<file path="src/hdl/line_position_estimator_unit_defines.svh">
// ----------------------------------------------------------------------------
// Line position estimator assertion macros
// Shared assertion wrappers; define ASSERT_OFF to compile them out.
// ----------------------------------------------------------------------------
`ifndef LINE_POSITION_ESTIMATOR_UNIT_DEFINES_SVH
`define LINE_POSITION_ESTIMATOR_UNIT_DEFINES_SVH

`ifndef ASSERT_OFF

// Property must hold at every clock edge outside reset.
`define LPE_ASSERT(lbl, clk, rstn, prop, msg) \
  lbl: assert property (@(posedge clk) disable iff (!rstn) prop) \
    else $error(msg);

// Condition must never be true outside reset.
`define LPE_ASSERT_NEVER(lbl, clk, rstn, cond, msg) \
  lbl: assert property (@(posedge clk) disable iff (!rstn) !(cond)) \
    else $error(msg);

`else

`define LPE_ASSERT(lbl, clk, rstn, prop, msg)

`define LPE_ASSERT_NEVER(lbl, clk, rstn, cond, msg)

`endif

`endif

</file>
<file path="src/hdl/lpe_pkg.sv">
// ----------------------------------------------------------------------------
// Line position estimator package
// Sizes, payload types and codes shared by the estimator and its divider.
// ----------------------------------------------------------------------------
`timescale 1ns / 1ps

package lpe_pkg;

  localparam int unsigned SENSOR_COUNT = 8;
  localparam int unsigned SAMPLE_BITS  = 10;

  // Configuration register widths
  localparam int unsigned CONTRAST_BITS = 10;
  localparam int unsigned EDGE_BITS     = 10;
  localparam int unsigned SIGNAL_BITS   = 13;
  localparam int unsigned CFG_BITS      = 13;
  localparam int unsigned CFG_IDX_BITS  = 2;

  localparam logic [CONTRAST_BITS-1:0] CONTRAST_RESET = CONTRAST_BITS'(200);
  localparam logic [EDGE_BITS-1:0]     EDGE_RESET     = EDGE_BITS'(100);
  localparam logic [SIGNAL_BITS-1:0]   SIGNAL_RESET   = SIGNAL_BITS'(100);

  // Result position
  localparam int unsigned POS_BITS = 8;
  localparam int unsigned QUO_BITS = POS_BITS - 1;
  localparam logic signed [POS_BITS-1:0] POS_EDGE_RIGHT = POS_BITS'(127);
  localparam logic signed [POS_BITS-1:0] POS_EDGE_LEFT  = -POS_EDGE_RIGHT;

  // Datapath widths
  localparam int unsigned CNT_BITS  = $clog2(SENSOR_COUNT);
  localparam int unsigned SUM_BITS  = SAMPLE_BITS + $clog2(SENSOR_COUNT);
  localparam int unsigned WGT_BITS  = $clog2(SENSOR_COUNT) + 1;
  localparam int unsigned DEN_BITS  = SUM_BITS + $clog2(SENSOR_COUNT);
  localparam int unsigned WSUM_BITS = DEN_BITS + 1;
  localparam int unsigned NUM_BITS  = DEN_BITS + QUO_BITS;

  typedef enum logic [CFG_IDX_BITS-1:0] {
    CFG_MIN_CONTRAST = 2'd0,
    CFG_EDGE_DIFF    = 2'd1,
    CFG_MIN_SIGNAL   = 2'd2
  } cfg_idx_e;

  typedef enum logic [1:0] {
    SRC_CENTROID     = 2'd0,
    SRC_LOW_CONTRAST = 2'd1,
    SRC_EDGE         = 2'd2,
    SRC_LOW_SIGNAL   = 2'd3
  } src_e;

  typedef struct packed {
    logic [SAMPLE_BITS-1:0] sample_0;
    logic [SAMPLE_BITS-1:0] sample_1;
    logic [SAMPLE_BITS-1:0] sample_2;
    logic [SAMPLE_BITS-1:0] sample_3;
    logic [SAMPLE_BITS-1:0] sample_4;
    logic [SAMPLE_BITS-1:0] sample_5;
    logic [SAMPLE_BITS-1:0] sample_6;
    logic [SAMPLE_BITS-1:0] sample_7;
  } scan_t;

  typedef struct packed {
    logic signed [POS_BITS-1:0] line_position;
    src_e                       position_source;
  } result_t;

  typedef struct packed {
    logic busy;
    logic done;
  } div_stat_t;

endpackage

</file>
<file path="src/hdl/lpe_div.sv">
// ----------------------------------------------------------------------------
// Line position estimator divider
// Restoring divider, one quotient bit per cycle, for quotients below 2**QUO_BITS.
// ----------------------------------------------------------------------------
`timescale 1ns / 1ps
`include "line_position_estimator_unit_defines.svh"

module lpe_div
  import lpe_pkg::*;
(
  input  logic                clk_i,
  input  logic                rst_ni,
  input  logic                start_i,
  input  logic [NUM_BITS-1:0] num_i,
  input  logic [DEN_BITS-1:0] den_i,
  output div_stat_t           stat_o,
  output logic [QUO_BITS-1:0] quo_o
);

  localparam int unsigned STEP_BITS = $clog2(QUO_BITS);

  logic                 busy_q;
  logic                 done_q;
  logic [STEP_BITS-1:0] step_q;
  logic [NUM_BITS-1:0]  rem_q;
  logic [NUM_BITS-1:0]  dvs_q;
  logic [QUO_BITS-1:0]  quo_q;
  logic                 fits;
  logic                 last_step;

  assign fits      = (rem_q >= dvs_q);
  assign last_step = (step_q == STEP_BITS'(QUO_BITS - 1));

  always_ff @(posedge clk_i or negedge rst_ni) begin
    if (!rst_ni) begin
      busy_q <= 1'b0;
      done_q <= 1'b0;
      step_q <= '0;
    end else begin
      done_q <= 1'b0;
      if (start_i) begin
        busy_q <= 1'b1;
        step_q <= '0;
      end else if (busy_q) begin
        step_q <= step_q + 1'b1;
        if (last_step) begin
          busy_q <= 1'b0;
          done_q <= 1'b1;
        end
      end
    end
  end

  always_ff @(posedge clk_i) begin
    if (start_i) begin
      rem_q <= num_i;
      // align the divisor with the top quotient bit
      dvs_q <= NUM_BITS'({den_i, {(QUO_BITS - 1){1'b0}}});
      quo_q <= '0;
    end else if (busy_q) begin
      if (fits) begin
        rem_q <= rem_q - dvs_q;
      end
      dvs_q <= dvs_q >> 1;
      quo_q <= {quo_q[QUO_BITS-2:0], fits};
    end
  end

  assign stat_o.busy = busy_q;
  assign stat_o.done = done_q;
  assign quo_o       = quo_q;

  `LPE_ASSERT_NEVER(a_start_while_busy, clk_i, rst_ni, start_i && busy_q,
                    "divider restarted while busy")
  `LPE_ASSERT(a_rem_bound, clk_i, rst_ni, busy_q |-> ({1'b0, rem_q} < {dvs_q, 1'b0}),
              "partial remainder out of range, quotient overflow")
  `LPE_ASSERT(a_done_after_busy, clk_i, rst_ni, done_q |-> ($past(busy_q) && !busy_q),
              "done without a finished division")

endmodule

</file>
<file path="src/hdl/line_position_estimator_unit.sv">
// ----------------------------------------------------------------------------
// Line position estimator
// Weighted-centroid line position from one scan of SENSOR_COUNT samples.
// ----------------------------------------------------------------------------
// Usage: present a scan on in_data_i with in_valid_i; it is taken when
// in_stall_o is low. The result item appears on out_data_o with out_valid_o
// and is held until out_stall_i is low at a clock edge.
// Timing: the scan is walked one sensor per cycle twice, once for min/max and
// once for the weighted sums, then a restoring divider yields one quotient
// bit per cycle. Low-contrast and edge results leave after the first pass,
// low-signal results after the second, and computed centroids after the
// divide. One scan is in work at a time; the next is taken the cycle after
// the result enters the output register, so a stalled result does not block
// the following scan's work, only its delivery.
// Reset: thresholds return to 200 / 100 / 100, the held position to zero and
// the output register empties. Configuration writes go to cfg_idx_i and take
// effect at once; indexes past the list are ignored.
// ----------------------------------------------------------------------------
`timescale 1ns / 1ps
`include "line_position_estimator_unit_defines.svh"

module line_position_estimator_unit
  import lpe_pkg::*;
(
  input  logic                    clk_i,
  input  logic                    rst_ni,
  input  logic                    cfg_we_i,
  input  logic [CFG_IDX_BITS-1:0] cfg_idx_i,
  input  logic [CFG_BITS-1:0]     cfg_data_i,
  input  logic                    in_valid_i,
  output logic                    in_stall_o,
  input  scan_t                   in_data_i,
  output logic                    out_valid_o,
  input  logic                    out_stall_i,
  output result_t                 out_data_o
);

  typedef enum logic [2:0] {
    ST_IDLE,
    ST_SCAN,
    ST_CHECK,
    ST_ACCUM,
    ST_TEST,
    ST_DIVIDE,
    ST_FINISH
  } state_e;

  state_e                     state_q;
  logic [CNT_BITS-1:0]        cnt_q;
  logic                       out_valid_q;
  logic signed [POS_BITS-1:0] held_q;
  logic [CONTRAST_BITS-1:0]   contrast_q;
  logic [EDGE_BITS-1:0]       edge_thr_q;
  logic [SIGNAL_BITS-1:0]     signal_q;

  logic [SAMPLE_BITS-1:0]     samp_q [SENSOR_COUNT];
  logic [SAMPLE_BITS-1:0]     min_q;
  logic [SAMPLE_BITS-1:0]     max_q;
  logic [SUM_BITS-1:0]        sum_q;
  logic signed [WSUM_BITS-1:0] wsum_q;
  logic signed [POS_BITS-1:0] pos_q;
  src_e                       src_q;
  result_t                    out_q;

  logic                       in_acc;
  logic                       out_take;
  logic                       out_load;
  logic                       cnt_last;
  logic [SAMPLE_BITS-1:0]     head;
  logic [SAMPLE_BITS-1:0]     nrm;
  logic [SAMPLE_BITS-1:0]     spread;
  logic                       low_contrast;
  logic                       left_edge;
  logic                       right_edge;
  logic                       low_signal;
  logic signed [WGT_BITS-1:0] wgt;
  logic signed [WSUM_BITS-1:0] prod;
  logic                       wsum_neg;
  logic [DEN_BITS-1:0]        mag;
  logic [NUM_BITS-1:0]        div_num;
  logic [DEN_BITS-1:0]        div_den;
  logic                       div_start;
  div_stat_t                  div_stat;
  logic [QUO_BITS-1:0]        div_quo;
  logic signed [POS_BITS-1:0] quo_pos;

  assign in_acc   = in_valid_i && (state_q == ST_IDLE);
  assign out_take = out_valid_q && !out_stall_i;
  assign out_load = (state_q == ST_FINISH) && (!out_valid_q || !out_stall_i);
  assign cnt_last = (cnt_q == CNT_BITS'(SENSOR_COUNT - 1));

  assign head   = samp_q[0];
  assign nrm    = head - min_q;
  assign spread = max_q - min_q;

  assign low_contrast = (spread < contrast_q);
  // an end sample equal to the maximum is never below its neighbor
  assign left_edge  = (samp_q[0] == max_q) && ((samp_q[0] - samp_q[1]) >= edge_thr_q);
  assign right_edge = (samp_q[SENSOR_COUNT-1] == max_q) &&
                      ((samp_q[SENSOR_COUNT-1] - samp_q[SENSOR_COUNT-2]) >= edge_thr_q);
  assign low_signal = (sum_q < signal_q) || (sum_q == '0);

  // weight 2*i - (N-1) for the sensor now at the head
  assign wgt  = WGT_BITS'({cnt_q, 1'b0}) - WGT_BITS'(SENSOR_COUNT - 1);
  assign prod = WSUM_BITS'(wgt) * WSUM_BITS'($signed({1'b0, nrm}));

  assign wsum_neg  = wsum_q[WSUM_BITS-1];
  assign mag       = DEN_BITS'(wsum_neg ? -wsum_q : wsum_q);
  // 127 * |wsum| as a shift and subtract
  assign div_num   = NUM_BITS'({mag, {QUO_BITS{1'b0}}}) - NUM_BITS'(mag);
  assign div_den   = DEN_BITS'(sum_q) * DEN_BITS'(SENSOR_COUNT - 1);
  assign div_start = (state_q == ST_TEST) && !low_signal;
  assign quo_pos   = POS_BITS'(div_quo);

  lpe_div u_div (
    .clk_i   (clk_i),
    .rst_ni  (rst_ni),
    .start_i (div_start),
    .num_i   (div_num),
    .den_i   (div_den),
    .stat_o  (div_stat),
    .quo_o   (div_quo)
  );

  // Configuration registers
  always_ff @(posedge clk_i or negedge rst_ni) begin
    if (!rst_ni) begin
      contrast_q <= CONTRAST_RESET;
      edge_thr_q <= EDGE_RESET;
      signal_q   <= SIGNAL_RESET;
    end else if (cfg_we_i) begin
      case (cfg_idx_i)
        CFG_MIN_CONTRAST: contrast_q <= cfg_data_i[CONTRAST_BITS-1:0];
        CFG_EDGE_DIFF:    edge_thr_q <= cfg_data_i[EDGE_BITS-1:0];
        CFG_MIN_SIGNAL:   signal_q   <= cfg_data_i[SIGNAL_BITS-1:0];
        default: ;
      endcase
    end
  end

  // Sequencer, output valid and held position
  always_ff @(posedge clk_i or negedge rst_ni) begin
    if (!rst_ni) begin
      state_q     <= ST_IDLE;
      cnt_q       <= '0;
      out_valid_q <= 1'b0;
      held_q      <= '0;
    end else begin
      if (out_load) begin
        out_valid_q <= 1'b1;
      end else if (out_take) begin
        out_valid_q <= 1'b0;
      end

      case (state_q)
        ST_IDLE: begin
          if (in_acc) begin
            state_q <= ST_SCAN;
            cnt_q   <= '0;
          end
        end
        ST_SCAN: begin
          cnt_q <= cnt_q + 1'b1;
          if (cnt_last) begin
            cnt_q   <= '0;
            state_q <= ST_CHECK;
          end
        end
        ST_CHECK: begin
          if (low_contrast || left_edge || right_edge) begin
            state_q <= ST_FINISH;
          end else begin
            state_q <= ST_ACCUM;
          end
        end
        ST_ACCUM: begin
          cnt_q <= cnt_q + 1'b1;
          if (cnt_last) begin
            cnt_q   <= '0;
            state_q <= ST_TEST;
          end
        end
        ST_TEST: begin
          state_q <= low_signal ? ST_FINISH : ST_DIVIDE;
        end
        ST_DIVIDE: begin
          if (div_stat.done) begin
            state_q <= ST_FINISH;
          end
        end
        ST_FINISH: begin
          if (out_load) begin
            state_q <= ST_IDLE;
            if (src_q inside {SRC_EDGE, SRC_CENTROID}) begin
              held_q <= pos_q;
            end
          end
        end
        default: state_q <= ST_IDLE;
      endcase
    end
  end

  // Datapath
  always_ff @(posedge clk_i) begin
    case (state_q)
      ST_IDLE: begin
        if (in_acc) begin
          samp_q[0] <= in_data_i.sample_0;
          samp_q[1] <= in_data_i.sample_1;
          samp_q[2] <= in_data_i.sample_2;
          samp_q[3] <= in_data_i.sample_3;
          samp_q[4] <= in_data_i.sample_4;
          samp_q[5] <= in_data_i.sample_5;
          samp_q[6] <= in_data_i.sample_6;
          samp_q[7] <= in_data_i.sample_7;
        end
      end
      ST_SCAN: begin
        if (cnt_q == '0) begin
          min_q <= head;
          max_q <= head;
        end else begin
          if (head < min_q) min_q <= head;
          if (head > max_q) max_q <= head;
        end
        // rotate one sensor toward the head; a full pass restores the order
        for (int i = 0; i < SENSOR_COUNT - 1; i++) begin
          samp_q[i] <= samp_q[i+1];
        end
        samp_q[SENSOR_COUNT-1] <= head;
      end
      ST_CHECK: begin
        sum_q  <= '0;
        wsum_q <= '0;
        if (low_contrast) begin
          pos_q <= held_q;
          src_q <= SRC_LOW_CONTRAST;
        end else if (left_edge) begin
          pos_q <= POS_EDGE_LEFT;
          src_q <= SRC_EDGE;
        end else begin
          pos_q <= POS_EDGE_RIGHT;
          src_q <= SRC_EDGE;
        end
      end
      ST_ACCUM: begin
        sum_q  <= sum_q + SUM_BITS'(nrm);
        wsum_q <= wsum_q + prod;
        for (int i = 0; i < SENSOR_COUNT - 1; i++) begin
          samp_q[i] <= samp_q[i+1];
        end
        samp_q[SENSOR_COUNT-1] <= head;
      end
      ST_TEST: begin
        pos_q <= held_q;
        src_q <= SRC_LOW_SIGNAL;
      end
      ST_DIVIDE: begin
        if (div_stat.done) begin
          pos_q <= wsum_neg ? -quo_pos : quo_pos;
          src_q <= SRC_CENTROID;
        end
      end
      default: ;
    endcase

    if (out_load) begin
      out_q.line_position   <= pos_q;
      out_q.position_source <= src_q;
    end
  end

  assign in_stall_o  = (state_q != ST_IDLE);
  assign out_valid_o = out_valid_q;
  assign out_data_o  = out_q;

  `LPE_ASSERT(a_held_only_on_load, clk_i, rst_ni, !$stable(held_q) |-> $past(out_load),
              "held position changed outside a result load")
  `LPE_ASSERT(a_divide_tracks_div, clk_i, rst_ni,
              (state_q == ST_DIVIDE) |-> (div_stat.busy || div_stat.done),
              "waiting on an idle divider")
  `LPE_ASSERT(a_edge_is_full_scale, clk_i, rst_ni,
              (out_valid_q && (out_q.position_source == SRC_EDGE)) |->
              ((out_q.line_position == POS_EDGE_LEFT) ||
               (out_q.line_position == POS_EDGE_RIGHT)),
              "edge result not at full scale")

endmodule

</file>
<file path="config.mk">
export PLATFORM = sky130hd
export DESIGN_NAME = line_position_estimator_unit
export DESIGN_NICKNAME = d
export VERILOG_FILES = /design/src/hdl/lpe_pkg.sv /design/src/hdl/lpe_div.sv /design/src/hdl/line_position_estimator_unit.sv
export VERILOG_INCLUDE_DIRS = /design/src /design/src/hdl
export SDC_FILE = /design/constraint.sdc
export NUM_CORES = 1
export LEC_CHECK = 0
export BUFFER_PORTS_ARGS = -buffer_cell sky130_fd_sc_hd__buf_2
export CAP_MARGIN = 15
export CELL_PAD_IN_SITES_DETAIL_PLACEMENT = 0
export CELL_PAD_IN_SITES_GLOBAL_PLACEMENT = 2
export CORE_UTILIZATION = 30
export CTS_CLUSTER_DIAMETER = 60
export DETAILED_ROUTE_END_ITERATION = 10
export MAX_ROUTING_LAYER = met4
export PLACE_DENSITY = 0.63
export RECOVER_POWER = 25
export SKIP_CTS_REPAIR_TIMING = 1
export SYNTH_ARGS = -nofsm -noshare
export SYNTH_HDL_FRONTEND = slang
export SYNTH_SLANG_ARGS = --single-unit
</file>
<file path="constraint.sdc">
create_clock -name clk_i -period 15.95 [get_ports clk_i]
set_clock_uncertainty 0.15 [all_clocks]
set_input_delay 4.785 -clock clk_i [delete_from_list [all_inputs] [get_ports clk_i]]
set_output_delay 4.785 -clock clk_i [all_outputs]
set_load 0.03 [all_outputs]
</file>
==> impl_metrics.tcl <==
set metrics [dict create \
    synthCells 1915 \
    fin_crit_sh_pct 42.81 \
    start_kind "register" \
    root_buffer "clkbuf_16" \
    dp_hpwl_mm 38.53 \
    routed.top_layer "met4" \
    synth_compound_area_share_pct 12.55 \
    yosysUniqueCellTypes 77 \
    placement.io_buffers 111 \
    path_clk_slew_ps 60 \
    clockBufferDepth 3 \
    synth_top_family_by_area "adder cells" \
    htree_levels 2 \
    cp_cell_sequence "inv_1 > nand2_1 > buf_2" \
    drv_cap 4 \
    grt_pass1_vias 13910 \
    die_x_um 250.5 \
    crit_arrival_ps 1890 \
    path_buf_inv 2 \
    synth_ff_type "edfxtp_1" \
    routed_wirelength_mm 50.03 \
    drt_pass1_iterations 4 \
    cp_slowest_stage_delay_ps 780 \
    die_height_um 250.5 \
    critPathSlowestCell "dfrtp_1" \
    tightest_slew_ps 2718 \
    cts.sinks 255 \
    crit_type "register to primary output" \
    worstPathRequired_ps 11020 \
    cpLargestDelayFamily "flip-flops" \
    ys_async_sr_fraction_pct 20.78 \
    rsz0062_at_grt "false" \
    place.gp.congestion 0.8137 \
    yosysSeqAreaShare_pct 39.25 \
    min_path_type "register to register" \
    relSlewSlack_pct -81.20 \
    syn_to_final_growth_pct 15.14 \
    status "finished, violations left" \
    slew_viol_final 183 \
    cp_max_fo 17 \
    drc 0 \
    synth.avg_cell_area_um2 9.678 \
    synth-simple-area-share_pct 14.93 \
    drive_gt1_share_pct 13.63 \
    synth_nets 2257 \
    synth_seq_cells 255 \
    synth_area_mm2 0.01853 \
    start_util_pct 30.53 \
    ios 112 \
    via_count 13540 \
    gr-total-overflow 0 \
    yosys.area_share.adder_pct 18.28 \
    dr_wl_met3_mm 1.785 \
    setup_viol 0 \
    synth-edff-count 189 \
    min_period_ps 6828 \
    drtIter0Drc 522 \
    via_per_inst 4.756 \
    antenna_found_initial 5 \
    die_area_mm2 0.06277 \
    met1_length_mm 23.50 \
    wl_per_cell_um 17.57 \
    synthMuxAreaShare_pct 4.112 \
    num_rows 90 \
    routed-wl-met2_mm 23.66 \
    insertion_delay_ps 560 \
    max_freq_ghz 0.1464 \
    grt_pass1_wl_mm 79.31 \
    ant_nets 0 \
    nets 2372 \
    violations "max-capacitance violations, max-slew violations" \
    synth_xor_area_share_pct 5.435 \
    critPathCaptureType "primary output" \
    mostFrequentLayoutCells "nand2_1, inv_1, ha_1, edfxtp_1, nor2_1" \
    fin_tns_setup_ps 0 \
    grt_usage_pct 16.75 \
    cts-buffers-inserted 40 \
    ys.warnings.count 0 \
    cts_tree "yes" \
    core_mm2 0.06070 \
    nFillCells 6143 \
    final_common_cell "nand2_1" \
    grt_max_degree 81 \
    hold_viol_final 0 \
]
worst reg2reg max path: stages (launching register included):
cell	delay, ps
edfxtp_1	370
inv_1	130
ha_1	230
fa_1	420
nor2b_1	120
o21ai_0	110
a21boi_0	250
o21ai_0	140
a21boi_0	260
o21ai_0	140
a21boi_0	520
nor3_1	150
fa_1	510
fa_1	510
inv_1	60
fa_1	530
inv_1	40
ha_1	370
nand3_1	100
a211oi_1	280
nor3_1	140
o31ai_1	310
xnor2_1	160
nor2_1	50
worst paths after layout:
path                            slack (ps)            end  cells past startpoint    startpoint
worst max-delay path                  9120     in_stall_o                      3    state_q[1]
worst min-delay path                   270  out_data_o[1]                      0      src_q[1]
max in group asynchronous            10910      held_q[5]                      2        rst_ni
worst min register to register         270  out_data_o[1]                      0      src_q[1]
min in group asynchronous             4230  edge_thr_q[0]                      2        rst_ni
worst max register to register        9600     wsum_q[16]                     23  samp_q[0][0]
metal layers:
| layer | vias to the layer above | global-route usage (%) |
|---|---|---|
| met3 | 61 | 2.795 |
| met5 | - | - |
| li1 | 6914 | - |
| met1 | 6373 | 21.48 |
| met4 | 0 | 4.154 |
| met2 | 196 | 27.39 |
cell usage after synthesis, drive strengths merged (11+ instances only):
library cell	number	area [um2]
nand2	265	994.7
inv	212	795.8
ha	194	2427
edfxtp	189	5675
nor2	131	491.7
o21ai	113	565.5
a21oi	81	405.4
xnor2	68	595.6
mux2	49	551.8
fa	48	960.9
xor2	47	411.6
dfrtp	44	1101
clkbuf	41	153.9
nor3	39	206.5
nand3	36	180.2
a21o	33	247.7
nand2b	22	140.1
nor2b	22	137.6
mux2i	21	210.2
and3	17	106.4
o31ai	16	130.1
a21boi	15	112.6
a31oi	15	93.84
o211ai	15	122.6
o21a	15	112.6
dfxtp	13	260.3
or3	13	81.33
buf	12	60.06
nand4	12	75.07
and2	11	68.82
or2	11	68.82
per-stage QoR:
step	hold slack [ps]	area (um2)	instances	utilization (%)	setup WS, ps
floorplan	250.3	18530	1915	-	9449
finish	273.3	21340	2848	35.16	9122
global route	286.4	21340	2848	35.16	8944
global placement	258.0	19980	2769	32.92	9035
CTS	276.6	21350	2843	35.17	9016
detailed placement	263.3	20010	2770	32.96	8931
flip-flops by register name, indices dropped and copies added, names as in the netlist, 10 cells and up:
| signal | count |
|---|---|
| u_div.dvs_q | 22 |
| edge_thr_q | 10 |
| sum_q | 13 |
| u_div.rem_q | 23 |
| samp_q | 80 |
| max_q | 10 |
| min_q | 10 |
| contrast_q | 10 |
| out_data_o | 10 |
| signal_q | 13 |
| wsum_q | 17 |
logic make-up (layout without fill, tap and decap cells):
logic type | count (synthesis) | after routing
DFF | 255 | 255
AOI/OAI and AO/OA | 363 | 363
and+or+nand+nor | 605 | 605
buffers and inverters | 265 | 411
muxes | 70 | 70
adders and majority gates | 242 | 242
xor gates and xnor gates | 115 | 115
other | 0 | 5
cell type report:
cell class              instances  area, um2  share of cell area (%)
inverters                     212      795.8                   3.729
diodes                          5      12.51                 0.05864
flip-flops and latches        255       7273                   34.09
repair buffers                126      665.6                   3.119
clock inverters                27      276.5                   1.296
multi-input cells            1395      10270                   48.14
clock buffers                  46       1065                   4.990
well taps                     782      978.4                   4.585
Power is left out: the tool's default activity adds up to more than one toggle a clock period on the data nets, which glitch-free logic cannot reach.
